**src/rtl/rrs_pkg.sv**
```systemverilog
`timescale 1ns / 1ps

package rrs_pkg;

    localparam int MAX_PROCS = 16;
    localparam int IDX_W     = (MAX_PROCS > 1) ? $clog2(MAX_PROCS) : 1;
    localparam int CNT_W     = $clog2(MAX_PROCS + 1);

    localparam int MODE_W    = 2;
    localparam int PID_W     = 8;
    localparam int BURST_W   = 16;
    localparam int TIME_W    = 32;
    localparam int ENTRY_W   = PID_W + BURST_W;

    localparam logic [BURST_W-1:0] QUANTUM_RESET = 16'd4;

    localparam logic [MODE_W-1:0] MODE_LOAD    = 2'd0;
    localparam logic [MODE_W-1:0] MODE_ADVANCE = 2'd1;
    localparam logic [MODE_W-1:0] MODE_CLEAR   = 2'd2;

    typedef enum logic [1:0] {
        OP_LOAD,
        OP_ADVANCE,
        OP_CLEAR
    } t_op;

    typedef struct packed {
        t_op                op;
        logic [PID_W-1:0]   pid;
        logic [BURST_W-1:0] burst;
    } t_cmd;

    typedef enum logic [1:0] {
        ST_IDLE,
        ST_FETCH,
        ST_SCAN
    } t_state;

endpackage

```
**src/rtl/rrs_ram.sv**
```systemverilog
`timescale 1ns / 1ps

module rrs_ram #(
    parameter int WIDTH = 8,
    parameter int DEPTH = 16
) (
    input  logic                                          i_clk,
    input  logic                                          i_we,
    input  logic [((DEPTH > 1) ? $clog2(DEPTH) : 1)-1:0] i_waddr,
    input  logic [WIDTH-1:0]                              i_wdata,
    input  logic [((DEPTH > 1) ? $clog2(DEPTH) : 1)-1:0] i_raddr,
    output logic [WIDTH-1:0]                              o_rdata
);

    logic [WIDTH-1:0] r_mem [DEPTH];
    logic [WIDTH-1:0] r_rdata;

    always_ff @(posedge i_clk) begin
        if (i_we) begin
            r_mem[i_waddr] <= i_wdata;
        end
        r_rdata <= r_mem[i_raddr];
    end

    assign o_rdata = r_rdata;

endmodule

```
**src/rtl/rrs_front.sv**
```systemverilog
`timescale 1ns / 1ps

module rrs_front (
    input  logic                           i_clk,
    input  logic                           i_rst_n,
    input  logic                           i_in_valid,
    output logic                           o_in_stall,
    input  logic [rrs_pkg::MODE_W-1:0]     i_mode,
    input  logic [rrs_pkg::PID_W-1:0]      i_process_id,
    input  logic [rrs_pkg::BURST_W-1:0]    i_burst_time,
    output logic                           o_cmd_valid,
    output rrs_pkg::t_cmd                  o_cmd,
    input  logic                           i_cmd_pop
);

    rrs_pkg::t_cmd r_q [2];
    logic          r_wr;
    logic          r_rd;
    logic [1:0]    r_cnt;

    rrs_pkg::t_cmd w_cmd;
    logic          w_keep;
    logic          w_push;
    logic          w_pop;

    // classify the item; unknown modes are taken and dropped
    always_comb begin
        w_cmd.pid   = i_process_id;
        w_cmd.burst = i_burst_time;
        w_keep      = 1'b1;
        case (i_mode)
            rrs_pkg::MODE_LOAD:    w_cmd.op = rrs_pkg::OP_LOAD;
            rrs_pkg::MODE_ADVANCE: w_cmd.op = rrs_pkg::OP_ADVANCE;
            rrs_pkg::MODE_CLEAR:   w_cmd.op = rrs_pkg::OP_CLEAR;
            default: begin
                w_cmd.op = rrs_pkg::OP_LOAD;
                w_keep   = 1'b0;
            end
        endcase
    end

    // two-entry queue, full when the count reaches two
    assign o_in_stall  = r_cnt[1];
    assign w_push      = i_in_valid && !o_in_stall && w_keep;
    assign w_pop       = i_cmd_pop && (r_cnt != 2'd0);
    assign o_cmd_valid = (r_cnt != 2'd0);
    assign o_cmd       = r_q[r_rd];

    always_ff @(posedge i_clk) begin
        if (!i_rst_n) begin
            r_wr  <= 1'b0;
            r_rd  <= 1'b0;
            r_cnt <= 2'd0;
        end else begin
            if (w_push) begin
                r_wr <= ~r_wr;
            end
            if (w_pop) begin
                r_rd <= ~r_rd;
            end
            if (w_push && !w_pop) begin
                r_cnt <= r_cnt + 2'd1;
            end else if (w_pop && !w_push) begin
                r_cnt <= r_cnt - 2'd1;
            end
        end
    end

    always_ff @(posedge i_clk) begin
        if (w_push) begin
            r_q[r_wr] <= w_cmd;
        end
    end

endmodule

```
**src/rtl/rrs_back.sv**
```systemverilog
`timescale 1ns / 1ps

module rrs_back (
    input  logic                          i_clk,
    input  logic                          i_rst_n,
    input  logic                          i_cfg_we,
    input  logic [rrs_pkg::BURST_W-1:0]   i_cfg_wdata,
    input  logic                          i_cmd_valid,
    input  rrs_pkg::t_cmd                 i_cmd,
    output logic                          o_cmd_pop,
    output logic                          o_out_valid,
    input  logic                          i_out_stall,
    output logic [rrs_pkg::PID_W-1:0]     o_process_id_res,
    output logic [rrs_pkg::TIME_W-1:0]    o_slice_end_time,
    output logic                          o_all_done
);

    localparam int IW = rrs_pkg::IDX_W;
    localparam int CW = rrs_pkg::CNT_W;
    localparam int BW = rrs_pkg::BURST_W;
    localparam int TW = rrs_pkg::TIME_W;

    rrs_pkg::t_state r_state, n_state;
    logic [CW-1:0]   r_count, n_count;
    logic [CW-1:0]   r_active, n_active;
    logic [IW-1:0]   r_next, n_next;
    logic [IW-1:0]   r_pos, n_pos;
    logic [TW-1:0]   r_time, n_time;
    logic [BW-1:0]   r_quantum;
    logic            r_out_valid, n_out_valid;
    logic [rrs_pkg::PID_W-1:0] r_pid_res, n_pid_res;
    logic [TW-1:0]   r_time_res, n_time_res;
    logic            r_done, n_done;

    logic                         w_we;
    logic [IW-1:0]                w_waddr;
    logic [rrs_pkg::ENTRY_W-1:0]  w_wdata;
    logic [IW-1:0]                w_raddr;
    logic [rrs_pkg::ENTRY_W-1:0]  w_rdata;
    logic [rrs_pkg::PID_W-1:0]    w_rd_id;
    logic [BW-1:0]                w_rd_rem;
    logic [BW-1:0]                w_q;
    logic [BW-1:0]                w_slice;
    logic [TW:0]                  w_sum;
    logic [TW-1:0]                w_time_sat;
    logic [IW-1:0]                w_pos_next;
    logic                         w_can_out;

    rrs_ram #(
        .WIDTH (rrs_pkg::ENTRY_W),
        .DEPTH (rrs_pkg::MAX_PROCS)
    ) u_table (
        .i_clk   (i_clk),
        .i_we    (w_we),
        .i_waddr (w_waddr),
        .i_wdata (w_wdata),
        .i_raddr (w_raddr),
        .o_rdata (w_rdata)
    );

    assign w_rd_id  = w_rdata[rrs_pkg::ENTRY_W-1:BW];
    assign w_rd_rem = w_rdata[BW-1:0];

    // zero quantum behaves as one so every slice makes progress
    assign w_q        = (r_quantum == '0) ? BW'(1) : r_quantum;
    assign w_slice    = (w_rd_rem < w_q) ? w_rd_rem : w_q;
    assign w_sum      = {1'b0, r_time} + (TW + 1)'(w_slice);
    assign w_time_sat = w_sum[TW] ? '1 : w_sum[TW-1:0];
    assign w_pos_next = ((CW'(r_pos) + CW'(1)) == r_count) ? '0 : r_pos + IW'(1);
    assign w_can_out  = !r_out_valid || !i_out_stall;

    always_comb begin
        n_state     = r_state;
        n_count     = r_count;
        n_active    = r_active;
        n_next      = r_next;
        n_pos       = r_pos;
        n_time      = r_time;
        n_out_valid = r_out_valid && i_out_stall;
        n_pid_res   = r_pid_res;
        n_time_res  = r_time_res;
        n_done      = r_done;
        o_cmd_pop   = 1'b0;
        w_we        = 1'b0;
        w_waddr     = r_pos;
        w_wdata     = {w_rd_id, w_rd_rem - w_slice};
        w_raddr     = r_pos;
        case (r_state)
            rrs_pkg::ST_IDLE: begin
                if (i_cmd_valid) begin
                    o_cmd_pop = 1'b1;
                    case (i_cmd.op)
                        rrs_pkg::OP_LOAD: begin
                            if (r_count < CW'(rrs_pkg::MAX_PROCS)) begin
                                w_we    = 1'b1;
                                w_waddr = r_count[IW-1:0];
                                w_wdata = {i_cmd.pid, i_cmd.burst};
                                n_count = r_count + CW'(1);
                                if (i_cmd.burst != '0) begin
                                    n_active = r_active + CW'(1);
                                end
                            end
                        end
                        rrs_pkg::OP_ADVANCE: begin
                            // nothing left means no result and no scan
                            if (r_active != '0) begin
                                n_pos   = r_next;
                                n_state = rrs_pkg::ST_FETCH;
                            end
                        end
                        rrs_pkg::OP_CLEAR: begin
                            n_count  = '0;
                            n_active = '0;
                            n_next   = '0;
                            n_time   = '0;
                        end
                        default: begin
                            n_state = rrs_pkg::ST_IDLE;
                        end
                    endcase
                end
            end
            rrs_pkg::ST_FETCH: begin
                n_state = rrs_pkg::ST_SCAN;
            end
            rrs_pkg::ST_SCAN: begin
                if (w_rd_rem == '0) begin
                    // skip finished entry, read the following one
                    n_pos   = w_pos_next;
                    w_raddr = w_pos_next;
                end else if (w_can_out) begin
                    w_we        = 1'b1;
                    n_time      = w_time_sat;
                    n_next      = w_pos_next;
                    n_active    = r_active - ((w_rd_rem == w_slice) ? CW'(1) : CW'(0));
                    n_out_valid = 1'b1;
                    n_pid_res   = w_rd_id;
                    n_time_res  = w_time_sat;
                    n_done      = (n_active == '0);
                    n_state     = rrs_pkg::ST_IDLE;
                end
            end
            default: begin
                n_state = rrs_pkg::ST_IDLE;
            end
        endcase
    end

    always_ff @(posedge i_clk) begin
        if (!i_rst_n) begin
            r_state     <= rrs_pkg::ST_IDLE;
            r_count     <= '0;
            r_active    <= '0;
            r_next      <= '0;
            r_pos       <= '0;
            r_time      <= '0;
            r_quantum   <= rrs_pkg::QUANTUM_RESET;
            r_out_valid <= 1'b0;
        end else begin
            r_state     <= n_state;
            r_count     <= n_count;
            r_active    <= n_active;
            r_next      <= n_next;
            r_pos       <= n_pos;
            r_time      <= n_time;
            r_out_valid <= n_out_valid;
            if (i_cfg_we) begin
                r_quantum <= i_cfg_wdata;
            end
        end
    end

    always_ff @(posedge i_clk) begin
        r_pid_res  <= n_pid_res;
        r_time_res <= n_time_res;
        r_done     <= n_done;
    end

    assign o_out_valid      = r_out_valid;
    assign o_process_id_res = r_pid_res;
    assign o_slice_end_time = r_time_res;
    assign o_all_done       = r_done;

endmodule

```
**src/rtl/round_robin_slice_scheduler.sv**
```systemverilog
`timescale 1ns / 1ps

// round-robin time-slice scheduler
// input channel (i_in_valid / o_in_stall) carries one item: mode, process id, burst time.
// mode load appends an entry (ignored when the table is full), clear empties the table
// and zeroes the time, advance runs the next entry with work left for one slice.
// only an advance that finds work produces an item on the output channel
// (o_out_valid / i_out_stall): process id, slice end time, all-done flag.
// items land in a two-entry queue; the sequencer behind it takes one at a time.
// load and clear are handled in the sequencer's idle state; an advance passes through the
// fetch and scan states, the scan skipping finished entries one per cycle through the table
// memory read port, and registers its result when it finds an entry with work left.
// a finished result waits in the output register while the receiver stalls; an advance
// that finds work then holds in its scan, the queue fills and o_in_stall rises when full.
// i_cfg_we writes the time quantum (reset 4); write it only while idle.
// reset (synchronous, active low) empties the table and queue and zeroes the time.

module round_robin_slice_scheduler (
    input  logic                          i_clk,
    input  logic                          i_rst_n,
    input  logic                          i_cfg_we,
    input  logic [rrs_pkg::BURST_W-1:0]   i_cfg_wdata,
    input  logic                          i_in_valid,
    output logic                          o_in_stall,
    input  logic [rrs_pkg::MODE_W-1:0]    i_mode,
    input  logic [rrs_pkg::PID_W-1:0]     i_process_id,
    input  logic [rrs_pkg::BURST_W-1:0]   i_burst_time,
    output logic                          o_out_valid,
    input  logic                          i_out_stall,
    output logic [rrs_pkg::PID_W-1:0]     o_process_id_res,
    output logic [rrs_pkg::TIME_W-1:0]    o_slice_end_time,
    output logic                          o_all_done
);

    logic          w_cmd_valid;
    rrs_pkg::t_cmd w_cmd;
    logic          w_cmd_pop;

    rrs_front u_front (
        .i_clk        (i_clk),
        .i_rst_n      (i_rst_n),
        .i_in_valid   (i_in_valid),
        .o_in_stall   (o_in_stall),
        .i_mode       (i_mode),
        .i_process_id (i_process_id),
        .i_burst_time (i_burst_time),
        .o_cmd_valid  (w_cmd_valid),
        .o_cmd        (w_cmd),
        .i_cmd_pop    (w_cmd_pop)
    );

    rrs_back u_back (
        .i_clk            (i_clk),
        .i_rst_n          (i_rst_n),
        .i_cfg_we         (i_cfg_we),
        .i_cfg_wdata      (i_cfg_wdata),
        .i_cmd_valid      (w_cmd_valid),
        .i_cmd            (w_cmd),
        .o_cmd_pop        (w_cmd_pop),
        .o_out_valid      (o_out_valid),
        .i_out_stall      (i_out_stall),
        .o_process_id_res (o_process_id_res),
        .o_slice_end_time (o_slice_end_time),
        .o_all_done       (o_all_done)
    );

endmodule

```
**config.mk**
```make
export PLATFORM = sky130hd
export DESIGN_NAME = round_robin_slice_scheduler
export DESIGN_NICKNAME = d
export VERILOG_FILES = /design/src/rtl/rrs_pkg.sv /design/src/rtl/rrs_ram.sv /design/src/rtl/rrs_front.sv /design/src/rtl/rrs_back.sv /design/src/rtl/round_robin_slice_scheduler.sv
export SDC_FILE = /design/constraint.sdc
export NUM_CORES = 1
export LEC_CHECK = 0
export BUFFER_PORTS_ARGS = -buffer_cell sky130_fd_sc_hd__buf_2
export CAP_MARGIN = 10
export CORE_ASPECT_RATIO = 0.8
export CORE_UTILIZATION = 60
export DETAILED_ROUTE_END_ITERATION = 7
export HOLD_SLACK_MARGIN = 0.03
export PLACE_DENSITY = 0.78
export RECOVER_POWER = 50
export SETUP_SLACK_MARGIN = 0.4
export SLEW_MARGIN = 20
export SYNTH_ARGS = -nofsm -noshare
export SYNTH_HDL_FRONTEND = slang
export SYNTH_SLANG_ARGS = --single-unit
```
**constraint.sdc**
```tcl
create_clock -name i_clk -period 9.5 [get_ports i_clk]
set_input_delay 0.475 -clock i_clk [delete_from_list [all_inputs] [get_ports i_clk]]
set_output_delay 0.475 -clock i_clk [all_outputs]
set_load 0.01 [all_outputs]
```
* Word-level counts from Yosys, hierarchy flattened
Memories as Yosys holds them, arrays and structs flattened. A register that Yosys moved wholly into a read port is not among the register bits.
Cells that the tools add are included.
** Storage, ports and cells
- Register bits :: 114
- Latch bits :: 0
- Memory bits (writable) :: 436
- Bits in read-only memories :: 0
- Input bits :: 47
- Output and inout bits :: 43
- Word-level logic and storage cells :: 147
- Memories kept :: 2
** Memories
- u_back.u_table.r_mem :: words 16, bits a word 24, rd ports 1, clocked after Yosys merged registers in 1, wr ports 1, line rrs_ram.sv:15 : logic [WIDTH-1:0] r_mem [DEPTH];
- u_front.r_q :: words 2, bits a word 26, rd ports 1, clocked after Yosys merged registers in 1, wr ports 1, line rrs_front.sv:16 : rrs_pkg::t_cmd r_q [2];
** Cells by class
- $add $sub $neg :: 9
- $mul :: 0
- Div/mod/pow operators :: 0
- Magnitude comparators :: 2
- Eq/ne operators :: 20
- Shifts and indexed selects :: 0
- Muxes and demuxes :: 65
- Bitwise logic cells :: 3
- Reduce and logical (&&, ||, !) cells :: 32
** Operators with widths (count)
- 32-bit 2-to-1 mux :: 5
- 24-bit 2-to-1 mux :: 4
- 32-bit case mux with 2 select lines :: 1
- 4-bit 2-to-1 mux :: 14
- 32-bit by 16-bit adder with 33-bit output :: 1
- 16-bit logical NOT :: 2
- 16-bit 2-to-1 mux :: 2
- 5-bit 2-to-1 mux :: 6
- 5-bit case mux with 2 select lines :: 3
- 1-bit 2-to-1 mux :: 18
- 16-bit == test :: 1
- 16-bit less-than comparator :: 1
- 4-bit case mux with 2 select lines :: 2
- 16-bit nonzero test :: 1
- 16-bit subtractor :: 1
- 2-bit 2-to-1 mux :: 6
- 5-bit by 1-bit adder with 5-bit output (second input constant) :: 2
- 5-bit AND reduction :: 2
- 3-bit by 2-bit != test with 1-bit output (second input constant) :: 3
- 2-bit by 1-bit != test with 1-bit output (second input constant) :: 4
- 2-bit != test (second input constant) :: 4
- 2-bit case mux with 2 select lines :: 2
- 4-bit AND reduction :: 2
- 2-bit nonzero test :: 4
- 23 further kinds :: 40

* Logic depth before layout (Yosys ltp)
- Depth in word-level cells :: 10
- Gate-level depth with buffers :: 22
- Depth with buffers taken out :: 21

* Modules after synthesis
Synthesis repeated with hierarchy kept, for this count alone.
** Second synthesis, totals
- Cell total of the unflattened synthesis :: 1598
- Area total of the unflattened synthesis :: 24503.5 sq um
** By module, submodules not included
- rrs_ram :: times used 1, cells each 636, area each 14933.1 sq um, sequential area each 12011.5 sq um
- rrs_back :: times used 1, cells each 853, area each 7445.9 sq um, sequential area each 2612.5 sq um
- rrs_front :: times used 1, cells each 109, area each 2124.5 sq um, sequential area each 1661.6 sq um

* Worst setup path before layout
OpenSTA, ideal clock, no wires.
- Path type :: register to register
- Start :: register u_back.r_quantum[5]
- End :: register u_back.r_time_res[31] (netlist: u_back.o_slice_end_time[31]), data pin
- Setup time :: 0.152 ns
- Data arrival time :: 4.468 ns
- Data required time :: 9.348 ns
- Slack :: 4.881 ns
- Cell stages (with the launch flop) :: 22
- Buffers on the path :: 3
- Period minus slack after synthesis :: 4.619 ns
- Cell sequence :: dfxtp_1 > inv_1 > ha_1 > a21oi_1 > o21ai_0 > nor3_1 > a21oi_1 > nor3_1 > clkbuf_1 > mux2i_1 > ha_1 > inv_1 > fa_1 > nor2b_1 > o31ai_1 > a311o_1 > a2111oi_2 > o21a_2 > nand2_1 > buf_2 > buf_2 > a31oi_1
** Between the ends
- Longest elaborated chain between the ends :: 6
** RTL lines
- start, declared :: line rrs_back.sv:29 : logic [BW-1:0] r_quantum;
- start signal, assigned :: line rrs_back.sv:157 : r_quantum <= rrs_pkg::QUANTUM_RESET;
- start signal, assigned :: line rrs_back.sv:168 : r_quantum <= i_cfg_wdata;
- 16-bit logical NOT :: line rrs_back.sv:65 : assign w_q = (r_quantum == '0) ? BW'(1) : r_quantum;
- 16-bit 2-to-1 mux (*) :: line rrs_back.sv:65
- 16-bit less-than comparator :: line rrs_back.sv:66 : assign w_slice = (w_rd_rem < w_q) ? w_rd_rem : w_q;
- 16-bit 2-to-1 mux (*) :: line rrs_back.sv:66
- 32-bit by 16-bit adder with 33-bit output (*) :: line rrs_back.sv:67 : assign w_sum = {1'b0, r_time} + (TW + 1)'(w_slice);
- 32-bit 2-to-1 mux (*) :: line rrs_back.sv:68 : assign w_time_sat = w_sum[TW] ? '1 : w_sum[TW-1:0];
- via u_back.w_time_sat[31] :: line rrs_back.sv:45 : logic [TW-1:0] w_time_sat;
- end signal, assigned :: line rrs_back.sv:175 : r_time_res <= n_time_res;
- end, declared :: line rrs_back.sv:32 : logic [TW-1:0] r_time_res, n_time_res;
Mark *: on every way through the listed nets, which the timed path passes. The rest lies on a longest branch.
A chain may end at the register's enable or synchronous reset.

==> results.txt <==
element type at the critical path start -> flop
number of I/O pins -> 90
Commonest cells post-synth -> edfxtp_1 (477), nand2_1 (397), mux2i_1 (112), dfxtp_1 (98), nor2_1 (93)
RSZ-0062 raised after global routing -> false
Placed Cells -> 2614
Synth Instances -> 2037
clk_lat worst skew -> 0.59 ns
final worst-path cycle share -> 72.31%
Row Count -> 66
PortBufs -> 89
Fin. Hold Viols -> 0
via count -> 16805
HP Class -> in2reg
violated checks -> max-capacitance violations, max-slew violations
core area -> 40880 sq um
FF-to-FF path depth -> 9
critical path type -> reg2reg
CP endpoint kind -> flop
post-synth top area share -> 57.15%
register area share after synthesis -> 64.98%
Slew Viols, Final -> 390
starting density of the core -> 61.32%
CTS tree -> done
first-pass GRT wire length -> 90.41 mm
Gates resized, CTS repair -> 0
total grt overflow -> 0
syn_nets -> 2139
hold path cells -> 1
Worst Path Required -> 9.66 ns
Root Buffer -> clkbuf_16
remaining antenna violation count -> 0
Total Routing Usage GR -> 27.99%
vias in the first global route -> 15936
layout filler cell count -> 2937
Sequential Area -> 16290 sq um
EDFF count, synth -> 477
TritonCTS buffer count -> 52
count leader, synth -> edfxtp_1
post-synthesis register bit count -> 575
routability cong. -> 0.9102
DRC -> 0
die area -> 42600 sq um
Detailed Route Iter0 Violations -> 1863
routed wire length -> 59.80 mm
cell area after synthesis -> 25060 sq um
area added between synthesis and finish -> 10.17%
leakage power -> 10.29 nW
die height -> 184.8 um
Post-CTS Setup Bufs -> 0
outcome -> finished with violations
FFs w/ async S/R, synth -> 0%
cts hold-fix bufs -> 0
Core Util, Final -> 67.55%
Yosys top cell by area -> edfxtp_1
post-DR wirelength/cell -> 22.07 um
setup TNS -> 0 ns
largest net degree at the start of global routing -> 87
post-layout min period -> 6.870 ns
top_reg_cell synth -> edfxtp_1
vias per inst -> 6.203
CTS Buffer Depth -> 3
Fmax achieved -> 0.1456 GHz
initial antenna violation count -> 2
clock skew -> 0.02054 ns
TritonRoute pass-1 iters -> 6
Final Setup Violations -> 0
Max transition margin -> -75.88%
Sink Count -> 575
Detailed Place HPWL -> 36.47 mm
PD cells -> 267.1 nW/um^2
Final #Nets -> 2226
antenna cells -> 0
area of the multi-input gates -> 8113 sq um
Distinct cells, synth -> 81
share of cells above drive strength 1 -> 8.406%
VDD IR max -> 0.2700 mV
H-tree lvl count -> 2
final cell count without fillers -> 2709
Worst-Margin Slew -> 2.638 ns
warnings from Yosys -> 0
max-cap violations -> 13
Worst Path Arrival -> 7.03 ns
syn_area_per_cell -> 12.30 sq um
Clock transition at path regs -> 0.06 ns
largest cells by area after synthesis -> edfxtp_1 (57%), dfxtp_1 (7.8%), nand2_1 (5.9%)
Die X -> 230.5 um
largest fanout on the critical path -> 59
registers in the layout, summed over array words and instances, names as in the netlist, named ones only:
| register | cells |
|---|---|
| u_back.o_all_done | 1 |
| u_back.o_out_valid | 1 |
| u_back.o_process_id_res | 8 |
| u_back.o_slice_end_time | 32 |
| u_back.r_active | 5 |
| u_back.r_count | 5 |
| u_back.r_next | 4 |
| u_back.r_pos | 4 |
| u_back.r_quantum | 16 |
| u_back.r_state | 2 |
| u_back.r_time | 32 |
| u_back.u_table.o_rdata | 24 |
| u_back.u_table.r_mem | 384 |
| u_front.r_cnt | 2 |
| u_front.r_q | 52 |
| u_front.r_rd | 1 |
| u_front.r_wr | 1 |
power by group:
group | internal, mW | switching (mW)
sequential | 3.49 | 0.102
combinational | 0.540 | 1.20
clock | 1.13 | 0.914
total | 5.16 | 2.22
kinds of logic after synthesis:
kind of cell	Yosys count	share of synthesized area, %
simple gates	712	12.72
flops	575	64.98
compound gates	365	10.11
buf+inv	168	3.090
mux	114	4.563
fa+ha+maj	55	2.806
xor+xnor	48	1.732
final cells by class:
class,count,share of cell area (%)
multi-input cells,1294,29.38
flip-flops and latches,575,58.98
clock inverters,32,1.006
inverters,64,0.8700
well taps,544,2.465
repair buffers,137,2.365
clock buffers,63,4.935
per-layer routing:
layer / track usage, % / wire length (um) / vias to the layer above
li1: - / - / 7703
met1: 40.25 / 25460 / 8228
met2: 42.45 / 26740 / 753
met3: 6.373 / 5902 / 119
met4: 8.980 / 1687 / 2
met5: 0 / 13 / -
stage by stage:
step / power (mW) / instance area [sq um] / setup slack (ns) / hold slack [ns]
detailed placement: 5.337 / 26140 / 3.720 / 0.4280
floorplan: 4.689 / 25060 / 4.881 / 0.4081
finish: 7.375 / 27610 / 2.630 / 0.07753
CTS: 7.360 / 27780 / 3.692 / 0.05443
global route: 7.679 / 27610 / 2.157 / 0.05779
global placement: 5.275 / 26130 / 3.948 / 0.4272
cells in the final DEF, fill, tap and decap left out, types with 27 or more instances in the layout:
cell type    n
o21ai_0     73
mux2i_1    111
nand3_1     67
clkbuf_16   52
nor2_1      79
buf_4       27
inv_1       63
a31oi_1     61
clkbuf_1    89
dfxtp_1     98
and3_1      51
buf_2       30
a21oi_1     55
nand2_1    395
ha_1        53
edfxtp_1   477
xnor2_1     29
critical path: stages (launching register included):
cell and delay [ns]:
dfxtp_1 1.41, nand2_1 0.19, o21a_1 0.21, nand2_1 0.09
nor2_1 0.11, nand2_2 0.08, clkbuf_1 1.87, a31oi_1 0.65
nor2_2 0.21, clkbuf_1 1.57
path summary, 6_finish.rpt:
path | start | endpoint | slack [ns]
setup / recovery | flop | u_back.u_table.r_mem[13][10] | 2.63
hold / removal | i_process_id[2] | u_front.r_q[1][18] | 0.08
setup reg to reg | flop | u_back.u_table.r_mem[13][10] | 2.63
hold reg to reg | u_back.u_table.o_rdata[17] | u_back.o_process_id_res[1] | 0.45
(Power assumes the default switching activity.)
